**config.mk**
```make
export PLATFORM = sky130hd
export DESIGN_NAME = ensc_ctrl
export DESIGN_NICKNAME = d
export VERILOG_FILES = /design/src/rtl/core/ensc_pkg.sv /design/src/rtl/core/ensc_ctrl.sv
export SDC_FILE = /design/constraint.sdc
export NUM_CORES = 1
export LEC_CHECK = 0
export ABC_CLOCK_PERIOD_IN_PS = 5000
export BUFFER_PORTS_ARGS = -buffer_cell sky130_fd_sc_hd__buf_2
export CAP_MARGIN = 20
export CORE_ASPECT_RATIO = 0.8
export CORE_MARGIN = 3
export CORE_UTILIZATION = 50
export DETAILED_ROUTE_END_ITERATION = 8
export PLACE_DENSITY_LB_ADDON = 0.05
export SLEW_MARGIN = 10
export SYNTH_ARGS = -nofsm -noshare
export SYNTH_HDL_FRONTEND = slang
export SYNTH_SLANG_ARGS = --single-unit
export TNS_END_PERCENT = 20
```
**constraint.sdc**
```tcl
create_clock -name clk -period 5 [get_ports clk]
set_input_delay 0 -clock clk [delete_from_list [all_inputs] [get_ports clk]]
set_output_delay 0 -clock clk [all_outputs]
set_load 0.03 [all_outputs]
```
**src/rtl/core/ensc_pkg.sv**
```systemverilog
// Shared types, codes and the microcode program for the sensor compensation block.
package ensc_pkg;

  typedef struct packed {
    logic [23:0] raw_temp;
    logic [23:0] raw_press;
    logic [15:0] raw_hum;
  } in_t;

  typedef struct packed {
    logic signed [31:0] temp_centi;
    logic signed [31:0] press_q8;
    logic [16:0]        hum_q10;
    logic               temp_skipped;
    logic               press_skipped;
    logic               hum_skipped;
    logic               press_div_zero;
  } out_t;

  // configuration register indexes
  localparam int CFG_IDX_W  = 3;
  localparam int CFG_DATA_W = 64;
  localparam logic [CFG_IDX_W-1:0] CFG_TEMP   = 3'd0;
  localparam logic [CFG_IDX_W-1:0] CFG_PLOW   = 3'd1;
  localparam logic [CFG_IDX_W-1:0] CFG_PHIGH  = 3'd2;
  localparam logic [CFG_IDX_W-1:0] CFG_PLAST  = 3'd3;
  localparam logic [CFG_IDX_W-1:0] CFG_HUM    = 3'd4;
  localparam logic [CFG_IDX_W-1:0] CFG_TRIM   = 3'd5;

  localparam logic [23:0] RAW24_OFF = 24'h800000;
  localparam logic [15:0] RAW16_OFF = 16'h8000;
  localparam logic signed [31:0] HUM_MAX = 32'sd419430400;
  localparam int DIV_STEPS = 64;

  // micro-op codes
  localparam logic [3:0] OP_ADD  = 4'd0;
  localparam logic [3:0] OP_SUB  = 4'd1;
  localparam logic [3:0] OP_MUL  = 4'd2;
  localparam logic [3:0] OP_SHL  = 4'd3;
  localparam logic [3:0] OP_SDIV = 4'd4;   // signed divide by 2^k, toward zero
  localparam logic [3:0] OP_DIV  = 4'd5;   // signed 64-bit divide, iterative
  localparam logic [3:0] OP_FINE = 4'd6;
  localparam logic [3:0] OP_OUTT = 4'd7;
  localparam logic [3:0] OP_OUTP = 4'd8;
  localparam logic [3:0] OP_OUTH = 4'd9;
  localparam logic [3:0] OP_BR   = 4'd10;
  localparam logic [3:0] OP_DZ   = 4'd11;
  localparam logic [3:0] OP_END  = 4'd12;

  // operand codes: 0..7 are working registers
  localparam logic [4:0] R0 = 5'd0, R1 = 5'd1, R2 = 5'd2, R3 = 5'd3, R4 = 5'd4;
  localparam logic [4:0] O_T1 = 5'd8,  O_T2 = 5'd9,  O_T3 = 5'd10;
  localparam logic [4:0] O_P1 = 5'd11, O_P2 = 5'd12, O_P3 = 5'd13, O_P4 = 5'd14;
  localparam logic [4:0] O_P5 = 5'd15, O_P6 = 5'd16, O_P7 = 5'd17, O_P8 = 5'd18;
  localparam logic [4:0] O_P9 = 5'd19;
  localparam logic [4:0] O_H1 = 5'd20, O_H2 = 5'd21, O_H3 = 5'd22, O_H4 = 5'd23;
  localparam logic [4:0] O_H5 = 5'd24, O_H6 = 5'd25;
  localparam logic [4:0] O_TRIM = 5'd26, O_FINE = 5'd27, O_ADCT = 5'd28;
  localparam logic [4:0] O_ADCP = 5'd29, O_RH = 5'd30, O_IMM = 5'd31;

  // branch conditions, carried in the destination field
  localparam logic [4:0] C_ALWAYS = 5'd0;
  localparam logic [4:0] C_TSKIP  = 5'd1;
  localparam logic [4:0] C_PSKIP  = 5'd2;
  localparam logic [4:0] C_HSKIP  = 5'd3;
  localparam logic [4:0] C_ZERO   = 5'd4;

  // immediate table indexes, carried in k
  localparam logic [6:0] I_5 = 7'd0, I_128 = 7'd1, I_128000 = 7'd2, I_76800 = 7'd3;
  localparam logic [6:0] I_3125 = 7'd4, I_2P20 = 7'd5, I_2P47 = 7'd6, I_16384 = 7'd7;
  localparam logic [6:0] I_32768 = 7'd8, I_2P21 = 7'd9, I_8192 = 7'd10;

  localparam int PC_W = 7;
  localparam logic [PC_W-1:0] PROG_LEN = 7'd85;
  localparam logic [6:0] L_PRESS = 7'd19;
  localparam logic [6:0] L_DZ    = 7'd55;
  localparam logic [6:0] L_HUM   = 7'd56;
  localparam logic [6:0] L_END   = 7'd84;

  typedef struct packed {
    logic [3:0] op;
    logic [2:0] dst;
    logic [4:0] a;
    logic [4:0] b;
    logic [6:0] k;
    logic       w;     // wrap the result to int32
  } instr_t;

  typedef struct packed {
    instr_t     ins;
    logic       load;
    logic       wr;
    logic [1:0] mul_phase;
    logic       div_start;
    logic       publish;
  } cmd_t;

  typedef struct packed {
    logic tskip;
    logic pskip;
    logic hskip;
    logic a_zero;
    logic div_done;
  } stat_t;

  function automatic logic [63:0] imm_val(input logic [6:0] k);
    logic [63:0] v;
    case (k)
      I_5:      v = 64'd5;
      I_128:    v = 64'd128;
      I_128000: v = 64'd128000;
      I_76800:  v = 64'd76800;
      I_3125:   v = 64'd3125;
      I_2P20:   v = 64'd1048576;
      I_2P47:   v = 64'd140737488355328;
      I_16384:  v = 64'd16384;
      I_32768:  v = 64'd32768;
      I_2P21:   v = 64'd2097152;
      I_8192:   v = 64'd8192;
      default:  v = 64'd0;
    endcase
    return v;
  endfunction

  function automatic instr_t mk(input logic [3:0] op, input logic [4:0] d,
                                input logic [4:0] a, input logic [4:0] b,
                                input logic [6:0] k, input logic w);
    instr_t i;
    i.op  = op;
    i.dst = d[2:0];
    i.a   = a;
    i.b   = b;
    i.k   = k;
    i.w   = w;
    return i;
  endfunction

  function automatic instr_t prog(input logic [PC_W-1:0] pc);
    instr_t p;
    case (pc)
      // temperature
      7'd0:  p = mk(OP_BR,   C_TSKIP, R0, R0, L_PRESS, 1'b0);
      7'd1:  p = mk(OP_SDIV, R0, O_ADCT, R0, 7'd3, 1'b1);
      7'd2:  p = mk(OP_SHL,  R1, O_T1, R0, 7'd1, 1'b1);
      7'd3:  p = mk(OP_SUB,  R0, R0, R1, 7'd0, 1'b1);
      7'd4:  p = mk(OP_MUL,  R0, R0, O_T2, 7'd0, 1'b1);
      7'd5:  p = mk(OP_SDIV, R0, R0, R0, 7'd11, 1'b1);
      7'd6:  p = mk(OP_SDIV, R1, O_ADCT, R0, 7'd4, 1'b1);
      7'd7:  p = mk(OP_SUB,  R1, R1, O_T1, 7'd0, 1'b1);
      7'd8:  p = mk(OP_MUL,  R1, R1, R1, 7'd0, 1'b1);
      7'd9:  p = mk(OP_SDIV, R1, R1, R0, 7'd12, 1'b1);
      7'd10: p = mk(OP_MUL,  R1, R1, O_T3, 7'd0, 1'b1);
      7'd11: p = mk(OP_SDIV, R1, R1, R0, 7'd14, 1'b1);
      7'd12: p = mk(OP_ADD,  R0, R0, R1, 7'd0, 1'b1);
      7'd13: p = mk(OP_ADD,  R0, R0, O_TRIM, 7'd0, 1'b1);
      7'd14: p = mk(OP_FINE, R0, R0, R0, 7'd0, 1'b0);
      7'd15: p = mk(OP_MUL,  R1, R0, O_IMM, I_5, 1'b1);
      7'd16: p = mk(OP_ADD,  R1, R1, O_IMM, I_128, 1'b1);
      7'd17: p = mk(OP_SDIV, R1, R1, R0, 7'd8, 1'b1);
      7'd18: p = mk(OP_OUTT, R0, R1, R0, 7'd0, 1'b0);
      // pressure
      7'd19: p = mk(OP_BR,   C_PSKIP, R0, R0, L_HUM, 1'b0);
      7'd20: p = mk(OP_SUB,  R0, O_FINE, O_IMM, I_128000, 1'b0);
      7'd21: p = mk(OP_MUL,  R1, R0, R0, 7'd0, 1'b0);
      7'd22: p = mk(OP_MUL,  R2, R1, O_P6, 7'd0, 1'b0);
      7'd23: p = mk(OP_MUL,  R3, R0, O_P5, 7'd0, 1'b0);
      7'd24: p = mk(OP_SHL,  R3, R3, R0, 7'd17, 1'b0);
      7'd25: p = mk(OP_ADD,  R2, R2, R3, 7'd0, 1'b0);
      7'd26: p = mk(OP_SHL,  R3, O_P4, R0, 7'd35, 1'b0);
      7'd27: p = mk(OP_ADD,  R2, R2, R3, 7'd0, 1'b0);
      7'd28: p = mk(OP_MUL,  R1, R1, O_P3, 7'd0, 1'b0);
      7'd29: p = mk(OP_SDIV, R1, R1, R0, 7'd8, 1'b0);
      7'd30: p = mk(OP_MUL,  R3, R0, O_P2, 7'd0, 1'b0);
      7'd31: p = mk(OP_SHL,  R3, R3, R0, 7'd12, 1'b0);
      7'd32: p = mk(OP_ADD,  R1, R1, R3, 7'd0, 1'b0);
      7'd33: p = mk(OP_ADD,  R1, R1, O_IMM, I_2P47, 1'b0);
      7'd34: p = mk(OP_MUL,  R1, R1, O_P1, 7'd0, 1'b0);
      7'd35: p = mk(OP_SDIV, R1, R1, R0, 7'd33, 1'b0);
      7'd36: p = mk(OP_BR,   C_ZERO, R1, R0, L_DZ, 1'b0);
      7'd37: p = mk(OP_SUB,  R0, O_IMM, O_ADCP, I_2P20, 1'b0);
      7'd38: p = mk(OP_SHL,  R0, R0, R0, 7'd31, 1'b0);
      7'd39: p = mk(OP_SUB,  R0, R0, R2, 7'd0, 1'b0);
      7'd40: p = mk(OP_MUL,  R0, R0, O_IMM, I_3125, 1'b0);
      7'd41: p = mk(OP_DIV,  R0, R0, R1, 7'd0, 1'b0);
      7'd42: p = mk(OP_SDIV, R2, R0, R0, 7'd13, 1'b0);
      7'd43: p = mk(OP_MUL,  R3, R2, O_P9, 7'd0, 1'b0);
      7'd44: p = mk(OP_MUL,  R3, R3, R2, 7'd0, 1'b0);
      7'd45: p = mk(OP_SDIV, R3, R3, R0, 7'd25, 1'b0);
      7'd46: p = mk(OP_MUL,  R4, R0, O_P8, 7'd0, 1'b0);
      7'd47: p = mk(OP_SDIV, R4, R4, R0, 7'd19, 1'b0);
      7'd48: p = mk(OP_ADD,  R0, R0, R3, 7'd0, 1'b0);
      7'd49: p = mk(OP_ADD,  R0, R0, R4, 7'd0, 1'b0);
      7'd50: p = mk(OP_SDIV, R0, R0, R0, 7'd8, 1'b0);
      7'd51: p = mk(OP_SHL,  R4, O_P7, R0, 7'd4, 1'b0);
      7'd52: p = mk(OP_ADD,  R0, R0, R4, 7'd0, 1'b0);
      7'd53: p = mk(OP_OUTP, R0, R0, R0, 7'd0, 1'b0);
      7'd54: p = mk(OP_BR,   C_ALWAYS, R0, R0, L_HUM, 1'b0);
      7'd55: p = mk(OP_DZ,   R0, R0, R0, 7'd0, 1'b0);
      // humidity
      7'd56: p = mk(OP_BR,   C_HSKIP, R0, R0, L_END, 1'b0);
      7'd57: p = mk(OP_SUB,  R0, O_FINE, O_IMM, I_76800, 1'b1);
      7'd58: p = mk(OP_SHL,  R1, O_RH, R0, 7'd14, 1'b1);
      7'd59: p = mk(OP_SHL,  R2, O_H4, R0, 7'd20, 1'b1);
      7'd60: p = mk(OP_SUB,  R1, R1, R2, 7'd0, 1'b1);
      7'd61: p = mk(OP_MUL,  R2, O_H5, R0, 7'd0, 1'b1);
      7'd62: p = mk(OP_SUB,  R1, R1, R2, 7'd0, 1'b1);
      7'd63: p = mk(OP_ADD,  R1, R1, O_IMM, I_16384, 1'b1);
      7'd64: p = mk(OP_SDIV, R1, R1, R0, 7'd15, 1'b1);
      7'd65: p = mk(OP_MUL,  R2, R0, O_H6, 7'd0, 1'b1);
      7'd66: p = mk(OP_SDIV, R2, R2, R0, 7'd10, 1'b1);
      7'd67: p = mk(OP_MUL,  R3, R0, O_H3, 7'd0, 1'b1);
      7'd68: p = mk(OP_SDIV, R3, R3, R0, 7'd11, 1'b1);
      7'd69: p = mk(OP_ADD,  R3, R3, O_IMM, I_32768, 1'b1);
      7'd70: p = mk(OP_MUL,  R2, R2, R3, 7'd0, 1'b1);
      7'd71: p = mk(OP_SDIV, R2, R2, R0, 7'd10, 1'b1);
      7'd72: p = mk(OP_ADD,  R2, R2, O_IMM, I_2P21, 1'b1);
      7'd73: p = mk(OP_MUL,  R2, R2, O_H2, 7'd0, 1'b1);
      7'd74: p = mk(OP_ADD,  R2, R2, O_IMM, I_8192, 1'b1);
      7'd75: p = mk(OP_SDIV, R2, R2, R0, 7'd14, 1'b1);
      7'd76: p = mk(OP_MUL,  R1, R1, R2, 7'd0, 1'b1);
      7'd77: p = mk(OP_SDIV, R2, R1, R0, 7'd15, 1'b1);
      7'd78: p = mk(OP_MUL,  R2, R2, R2, 7'd0, 1'b1);
      7'd79: p = mk(OP_SDIV, R2, R2, R0, 7'd7, 1'b1);
      7'd80: p = mk(OP_MUL,  R2, R2, O_H1, 7'd0, 1'b1);
      7'd81: p = mk(OP_SDIV, R2, R2, R0, 7'd4, 1'b1);
      7'd82: p = mk(OP_SUB,  R1, R1, R2, 7'd0, 1'b1);
      7'd83: p = mk(OP_OUTH, R0, R1, R0, 7'd0, 1'b0);
      default: p = mk(OP_END, R0, R0, R0, 7'd0, 1'b0);
    endcase
    return p;
  endfunction

endpackage

```
**src/rtl/core/ensc_ctrl.sv**
```systemverilog
// Controller: microcode sequencer over the compensation program, and handshakes.
module ensc_ctrl (
  input  logic            clk,
  input  logic            rst,
  input  logic            in_valid,
  output logic            in_ready,
  output logic            out_valid,
  input  logic            out_ready,
  input  ensc_pkg::stat_t stat,
  output ensc_pkg::cmd_t  cmd
);
  import ensc_pkg::*;

  localparam logic [2:0] S_IDLE  = 3'd0;
  localparam logic [2:0] S_FETCH = 3'd1;
  localparam logic [2:0] S_EXEC  = 3'd2;
  localparam logic [2:0] S_MUL   = 3'd3;
  localparam logic [2:0] S_DIV   = 3'd4;
  localparam logic [2:0] S_DONE  = 3'd5;

  logic [2:0]      state;
  logic [2:0]      state_next;
  logic [PC_W-1:0] pc;
  logic [PC_W-1:0] pc_next;
  logic [1:0]      mph;
  logic [1:0]      mph_next;
  logic            taken;
  instr_t          ins;

  assign ins = prog(pc);

  always_comb begin
    case (5'(ins.dst))
      C_ALWAYS: taken = 1'b1;
      C_TSKIP:  taken = stat.tskip;
      C_PSKIP:  taken = stat.pskip;
      C_HSKIP:  taken = stat.hskip;
      C_ZERO:   taken = stat.a_zero;
      default:  taken = 1'b0;
    endcase
  end

  // sequencing
  always_comb begin
    state_next    = state;
    pc_next       = pc;
    mph_next      = mph;
    in_ready      = 1'b0;
    cmd.ins       = ins;
    cmd.load      = 1'b0;
    cmd.wr        = 1'b0;
    cmd.mul_phase = 2'd0;
    cmd.div_start = 1'b0;
    cmd.publish   = 1'b0;
    case (state)
      S_IDLE: begin
        in_ready = 1'b1;
        if (in_valid) begin
          cmd.load   = 1'b1;
          pc_next    = '0;
          state_next = S_FETCH;
        end
      end
      S_FETCH: begin
        state_next = S_EXEC;
      end
      S_EXEC: begin
        case (ins.op)
          OP_MUL: begin
            mph_next   = 2'd1;
            state_next = S_MUL;
          end
          OP_DIV: begin
            cmd.div_start = 1'b1;
            state_next    = S_DIV;
          end
          OP_BR: begin
            pc_next    = taken ? ins.k : pc + 1'b1;
            state_next = S_FETCH;
          end
          OP_END: begin
            state_next = S_DONE;
          end
          default: begin
            cmd.wr     = 1'b1;
            pc_next    = pc + 1'b1;
            state_next = S_FETCH;
          end
        endcase
      end
      S_MUL: begin
        cmd.mul_phase = mph;
        if (mph == 2'd2) begin
          cmd.wr     = 1'b1;
          pc_next    = pc + 1'b1;
          state_next = S_FETCH;
        end else begin
          mph_next = mph + 1'b1;
        end
      end
      S_DIV: begin
        if (stat.div_done) begin
          cmd.wr     = 1'b1;
          pc_next    = pc + 1'b1;
          state_next = S_FETCH;
        end
      end
      S_DONE: begin
        if (!out_valid || out_ready) begin
          cmd.publish = 1'b1;
          state_next  = S_IDLE;
        end
      end
      default: state_next = S_IDLE;
    endcase
  end

  always_ff @(posedge clk) begin
    if (rst) begin
      state     <= S_IDLE;
      pc        <= '0;
      mph       <= '0;
      out_valid <= 1'b0;
    end else begin
      state <= state_next;
      pc    <= pc_next;
      mph   <= mph_next;
      if (cmd.publish)    out_valid <= 1'b1;
      else if (out_ready) out_valid <= 1'b0;
    end
  end

  // a result beat is never overwritten while it still waits
  a_publish_free: assert property (@(posedge clk) disable iff (rst)
    cmd.publish |-> (!out_valid || out_ready))
    else $error("result overwritten while output stalled");

  // an accepted beat starts the program from its first step
  a_accept_start: assert property (@(posedge clk) disable iff (rst)
    (in_valid && in_ready) |=> (state == S_FETCH && pc == '0))
    else $error("program did not start after accept");

  // divider wait only happens for a divide step
  a_div_op: assert property (@(posedge clk) disable iff (rst)
    (state == S_DIV) |-> (ins.op == OP_DIV))
    else $error("divider wait on a non-divide step");

  // the program counter stays inside the program
  a_pc_range: assert property (@(posedge clk) disable iff (rst)
    (state != S_IDLE) |-> (pc < PROG_LEN))
    else $error("program counter out of range");

endmodule

```
* Word level (Yosys, flattened, before mapping)
Memory sizes are Yosys's and may differ from the RTL's. A register that Yosys moved wholly into a read port is not among the register bits. Cells that the tools add are included.
Cells by class: multipliers 0, reductions and logical operators 12, order comparisons 0, divide/modulo/power cells 0, $add $sub $neg 2, eq/ne operators 21, shift-type cells 0, bitwise logic cells 0, mux-type cells 32
Operators with widths (count):
- two-way mux 7 bit | 6
- case mux 7 bit (4 select lines) | 1
- case mux 3 bit (6 select lines) | 1
- case mux 7 bit (2 select lines) | 1
- == test 3 x 2 -> 1 bit (second input constant) | 4
- two-way mux 1 bit | 12
- two-way mux 3 bit | 4
- inequality test 2 bit (second input constant) | 6
- == test 3 bit (second input constant) | 3
- case mux 3 bit (3 select lines) | 1
- == test 4 bit (second input constant) | 2
- adder 7 x 1 -> 7 bit (second input constant) | 1
- == test 3 x 1 -> 1 bit (second input constant) | 2
- logical NOT 3 bit | 2
- two-way mux 2 bit | 3
- case mux 1 bit (5 select lines) | 1
- AND reduction 5 bit | 1
- == test 4 x 2 -> 1 bit (second input constant) | 1
- == test 4 x 3 -> 1 bit (second input constant) | 1
- case mux 2 bit (2 select lines) | 1
- AND reduction 4 bit | 1
- nonzero test 2 bit | 2
- nonzero test 4 bit | 1
- OR reduction 4 bit | 1
- 8 further kinds | 8
Storage, ports and cells: bits in writable memories 0, bits of input ports 9, output and inout port bits 33, memories 1, latch bits 0, logic and storage cells 72, memory bits (read-only) 3200, register bits after elaboration 13
Memories:
- (no name shown) | words 128, bits a word 25, rd ports 1, clocked after Yosys merged registers in 1, wr ports 0, line ensc_pkg.sv:140 | case (pc)

* Logic depth before layout (Yosys ltp)
word-level depth 7, depth in mapped cells 16, mapped depth without buffers 14

* Worst setup path after synthesis
OpenSTA, ideal clock, no wires.
path type reg-to-reg, start point register ins[24] (netlist name), end point register ins[21] (netlist name), arrival 3814 ps, path buffers 1, slack 1116 ps, clock period less this slack 3884 ps, library setup time 70 ps, stages on the path, launching flop included 14, required time 4930 ps, path through dfxtp_1 nor4bb_1 or4_4 a311oi_4 nor2_2 a311oi_4 inv_2 buf_2 ha_1 nand2_1 or4b_1 o21ai_1 a222oi_1 a21oi_1
On the way: word-level cells in the longest chain between the ends 6, elaborated cells between the ends (all ways) 11, classes of those cells eq/ne: 5; mux: 4; reduce/logical: 2
Ends and longest elaborated chain:
- == test 4 x 2 -> 1 bit, or another cell as far along | line ensc_ctrl.sv:68 | case (ins.op)
- OR reduction 3 bit (no line)
- case mux 7 bit (2 select lines) or inequality test 2 bit (tied branches)
- case mux 7 bit (4 select lines) or AND reduction 5 bit (tied branches)
- two-way mux 7 bit (no line) * (2 in a row)
Mark *: on every way between the ends. The rest lies on a longest branch, timed or not. A chain may end at the register's enable or synchronous reset.

* Worst setup path in the final report
start point register state[1], end point register ins[8] (netlist name)
On the way: word-level cells in the longest chain between the ends 5, elaborated cells between the ends (all ways) 13, classes of those cells eq/ne: 7; mux: 3; reduce/logical: 3
Ends and longest elaborated chain:
- start, declared | line ensc_ctrl.sv:21 | logic [2:0] state;
- start signal, assigned | line ensc_ctrl.sv:125 | state <= state_next;
- == test 3 bit, or another cell as far along | line ensc_ctrl.sv:55 | case (state)
- nonzero test 4 bit (no line) or inequality test 2 bit (tied branches)
- AND reduction 5 bit (no line)
- two-way mux 7 bit (no line) * (2 in a row)
Marks and branches as above.

==> flow_metrics.py <==
metrics = {
    "status": {
        "status": "completed",
    },
    "sta": {
        "rsz0062_at_grt": "false",
        "slew_headroom_pct": 44.77,
        "tightestPinTransition_ps": 827.2,
        "slew_violations": 0,
        "skew_ps": 14.98,
        "fin_crit_sh_pct": 91.45,
        "fmax_mhz": 218.7,
        "setup_viol": 0,
        "finalHoldViolCount": 0,
        "post-route-min-period_ps": 4572,
        "setup_tns_ps": 0,
    },
    "job": {
        "maxCapViolCount": 0,
    },
    "placed_design": {
        "place_hpwl_um": 11270,
        "numPlacedInstances": 667,
        "io_buffers": 41,
        "gp_congestion": 1.043,
        "place_area_mm2": 0.004150,
    },
    "final_layout": {
        "final_cells": 676,
        "n_fill_cell": 707,
        "drive_gt1_share_pct": 15.30,
        "final_area_mm2": 0.004255,
        "fin_util_pct": 59.42,
        "fin_nets": 596,
        "antenna_cells": 0,
        "area_growth_pct": 10.42,
    },
    "setup_path": {
        "crit_family": "compound AO/OA/AOI/OAI gates",
        "crit_type": "flip-flop to flip-flop",
        "crit_path_max_fanout": 18,
        "worstSetupStartpointType": "flip-flop",
        "crit_path_max_incr_delay_ps": 680,
        "cp_cell_sequence": "nand4b_1, and2_1, a311oi_4, buf_4, nor2_1, a311o_1, clkinv_1, ha_1, o21ai_0, a221oi_1, a211oi_1, a211o_1",
        "worstPathRequired_ps": 5210,
        "cp.buffers_inverters": 2,
        "crit_path_top_delay_cell": "ha_1",
        "cp-end-kind": "flip-flop",
        "arrival_ps": 4780,
    },
    "clock_network": {
        "path_clk_slew_ps": 90,
        "cts_root_buf": "clkbuf_8",
        "post_cts_buffers": 0,
        "clk_path_buf_depth": 2,
        "cts_tree": "done",
        "cts_sinks": 38,
        "cts_buffers": 5,
        "htreeDepth": 2,
        "clkLatencyLatePin_ps": 310,
    },
    "yosys": {
        "synth_ff_type": "dfxtp_1",
        "synthArstFlopShare_pct": 0,
        "yosys_warnings": 0,
        "synth_edf_count": 0,
        "ys_seq_area_share_pct": 19.74,
        "synth_area_mm2": 0.003854,
        "ys_types": 77,
        "avgSynthCellArea_um2": 6.981,
        "synth_nets": 574,
        "synthCells": 552,
        "synth_seq_cells": 38,
    },
    "power_and_ir_drop": {
        "vdd_ir_drop_max_mv": 0.1756,
        "power_density_mw_per_mm2": 278.9,
        "p_leak_uw": 0.001680,
        "p_total_uw": 1187,
    },
    "routing": {
        "vias": 4956,
        "postRouteWirelength_um": 16280,
        "ant_nets": 0,
        "post_drt_via_cell_ratio": 7.331,
        "detail_route.wl_per_cell_um": 24.08,
        "dr.pass1.iters": 6,
        "drt-initial-drc-count": 819,
        "drc": 0,
    },
    "floorplanning": {
        "rows": 27,
        "fp.dieW_um": 104.2,
        "initial_utilization_pct": 53.81,
        "coreArea_mm2": 0.007162,
        "die_h_um": 84.53,
        "dieArea_mm2": 0.008804,
        "num_io_pins": 42,
    },
    "global_route": {
        "track_usage_pct": 35.25,
        "grt_max_degree": 45,
        "grt_util_met2_pct": 49.50,
        "grt_pass1_vias": 4340,
        "grt_use_met1_pct": 49.74,
        "antenna_found_initial": 0,
        "grt_use_met3_pct": 11.91,
        "grt-busiest-layer": "met1",
        "gr-total-overflow": 0,
        "grt_pass1_wl_um": 24710,
    },
    "hold_path": {
        "hp-class": "input port to flip-flop",
    },
}
## power by group
group          leakage, uW  internal [uW]  switching (uW)
combinational      0.00132            191             381
sequential        0.000310            337            40.2
clock            0.0000472            111             126
## worst min-delay path: cells and delay by family
kind                   cells  cell delay [ps]
AND/OR/NAND/NOR            1              110
buffers and inverters      1               90
AO/OA/AOI/OAI              1               70
## Yosys cell counts, drive strengths merged, types with 4 or more instances
master | count | area, um^2
a311o | 4 | 40.04
buf | 24 | 115.1
a22oi | 12 | 90.09
a31oi | 8 | 50.05
a221oi | 9 | 85.08
a21o | 4 | 30.03
o21a | 4 | 30.03
a211o | 8 | 70.07
mux2i | 4 | 40.04
o211ai | 17 | 127.6
o21ai | 42 | 214.0
a32oi | 6 | 52.55
nand3 | 26 | 130.1
dfxtp | 38 | 760.7
nor2 | 55 | 219.0
o221ai | 4 | 35.03
a211oi | 12 | 90.09
inv | 16 | 60.06
a32o | 5 | 50.05
nor2b | 6 | 37.54
clkbuf | 22 | 82.58
a21oi | 54 | 274.0
and3 | 7 | 43.79
and2 | 4 | 25.02
ha | 13 | 162.7
o31ai | 4 | 30.03
nor3 | 17 | 85.08
o22ai | 5 | 31.28
nand2 | 63 | 236.5
o2bb2ai | 4 | 35.03
## through the flow
step | hold WS [ps] | setup slack (ps)
6_report | 17.14 | 427.6
5_1_grt | 34.99 | 277.3
2_1_floorplan | 147.4 | 1116
3_3_place_gp | 286.5 | 928.7
3_5_place_dp | 291.9 | 683.2
4_1_cts | 19.27 | 653.8
## cells in the final DEF (no fill, tap or decap), types with 13 or more instances in the layout
| cell | netlist | routed |
|---|---|---|
| ha_1 | 13 | 13 |
| nand2_1 | 63 | 63 |
| buf_4 | 0 | 18 |
| nand3_1 | 26 | 26 |
| a21oi_1 | 53 | 53 |
| nor2_1 | 52 | 52 |
| o211ai_1 | 17 | 17 |
| buf_2 | 20 | 41 |
| o21ai_0 | 35 | 34 |
| nor3_1 | 17 | 17 |
| dfxtp_1 | 38 | 38 |
## cell type report
cell class	instances	area (um^2)	area share, %
clock buffer	6	82.58	1.941
clock inverter	2	12.51	0.2940
inverter	17	63.81	1.500
multi-input combinational	451	2839	66.72
sequential	38	760.7	17.88
tap	101	126.4	2.970
timing repair buffer	61	370.4	8.703
## layer usage
layer	wire, um	share of wire (%)
met1	6697	41
met2	6331	39
met3	2483	15
met4	769	4.7
met5	0	0
## cell families (layout without fill, tap and decap cells)
family / Yosys count / after routing / synth area share (%)
compound gates: 233 / 233 / 43.15
xor+xnor: 5 / 5 / 1.137
fa+ha+maj: 13 / 13 / 4.221
buf+inv: 63 / 86 / 6.786
flops: 38 / 38 / 19.74
mux: 5 / 5 / 1.331
simple gates: 195 / 195 / 23.64
## path summary, 6_finish.rpt
path | startpoint | cells after the start | slack, ps | endpoint
worst max-delay path | state[1]$_SDFFE_PP0P_ | 12 | 430 | ins[8]$_DFF_P_
worst min-delay path | out_ready | 3 | 20 | out_valid$_SDFFE_PP0P_
worst max register to register | state[1]$_SDFFE_PP0P_ | 12 | 430 | ins[8]$_DFF_P_
worst min register to register | out_valid$_SDFFE_PP0P_ | 2 | 530 | out_valid$_SDFFE_PP0P_
## what timing repair did
item / in CTS / in global routing
gates resized for setup: 0 / 0
hold buffers: 1 / 0
hold endpoints to repair: 1 / 0
## registers in the layout (all words and copies together) (netlist names)
signal / cells
out_valid: 1
state: 3
mph: 2
ins: 25
pc: 7
(Power assumes the default switching activity.)
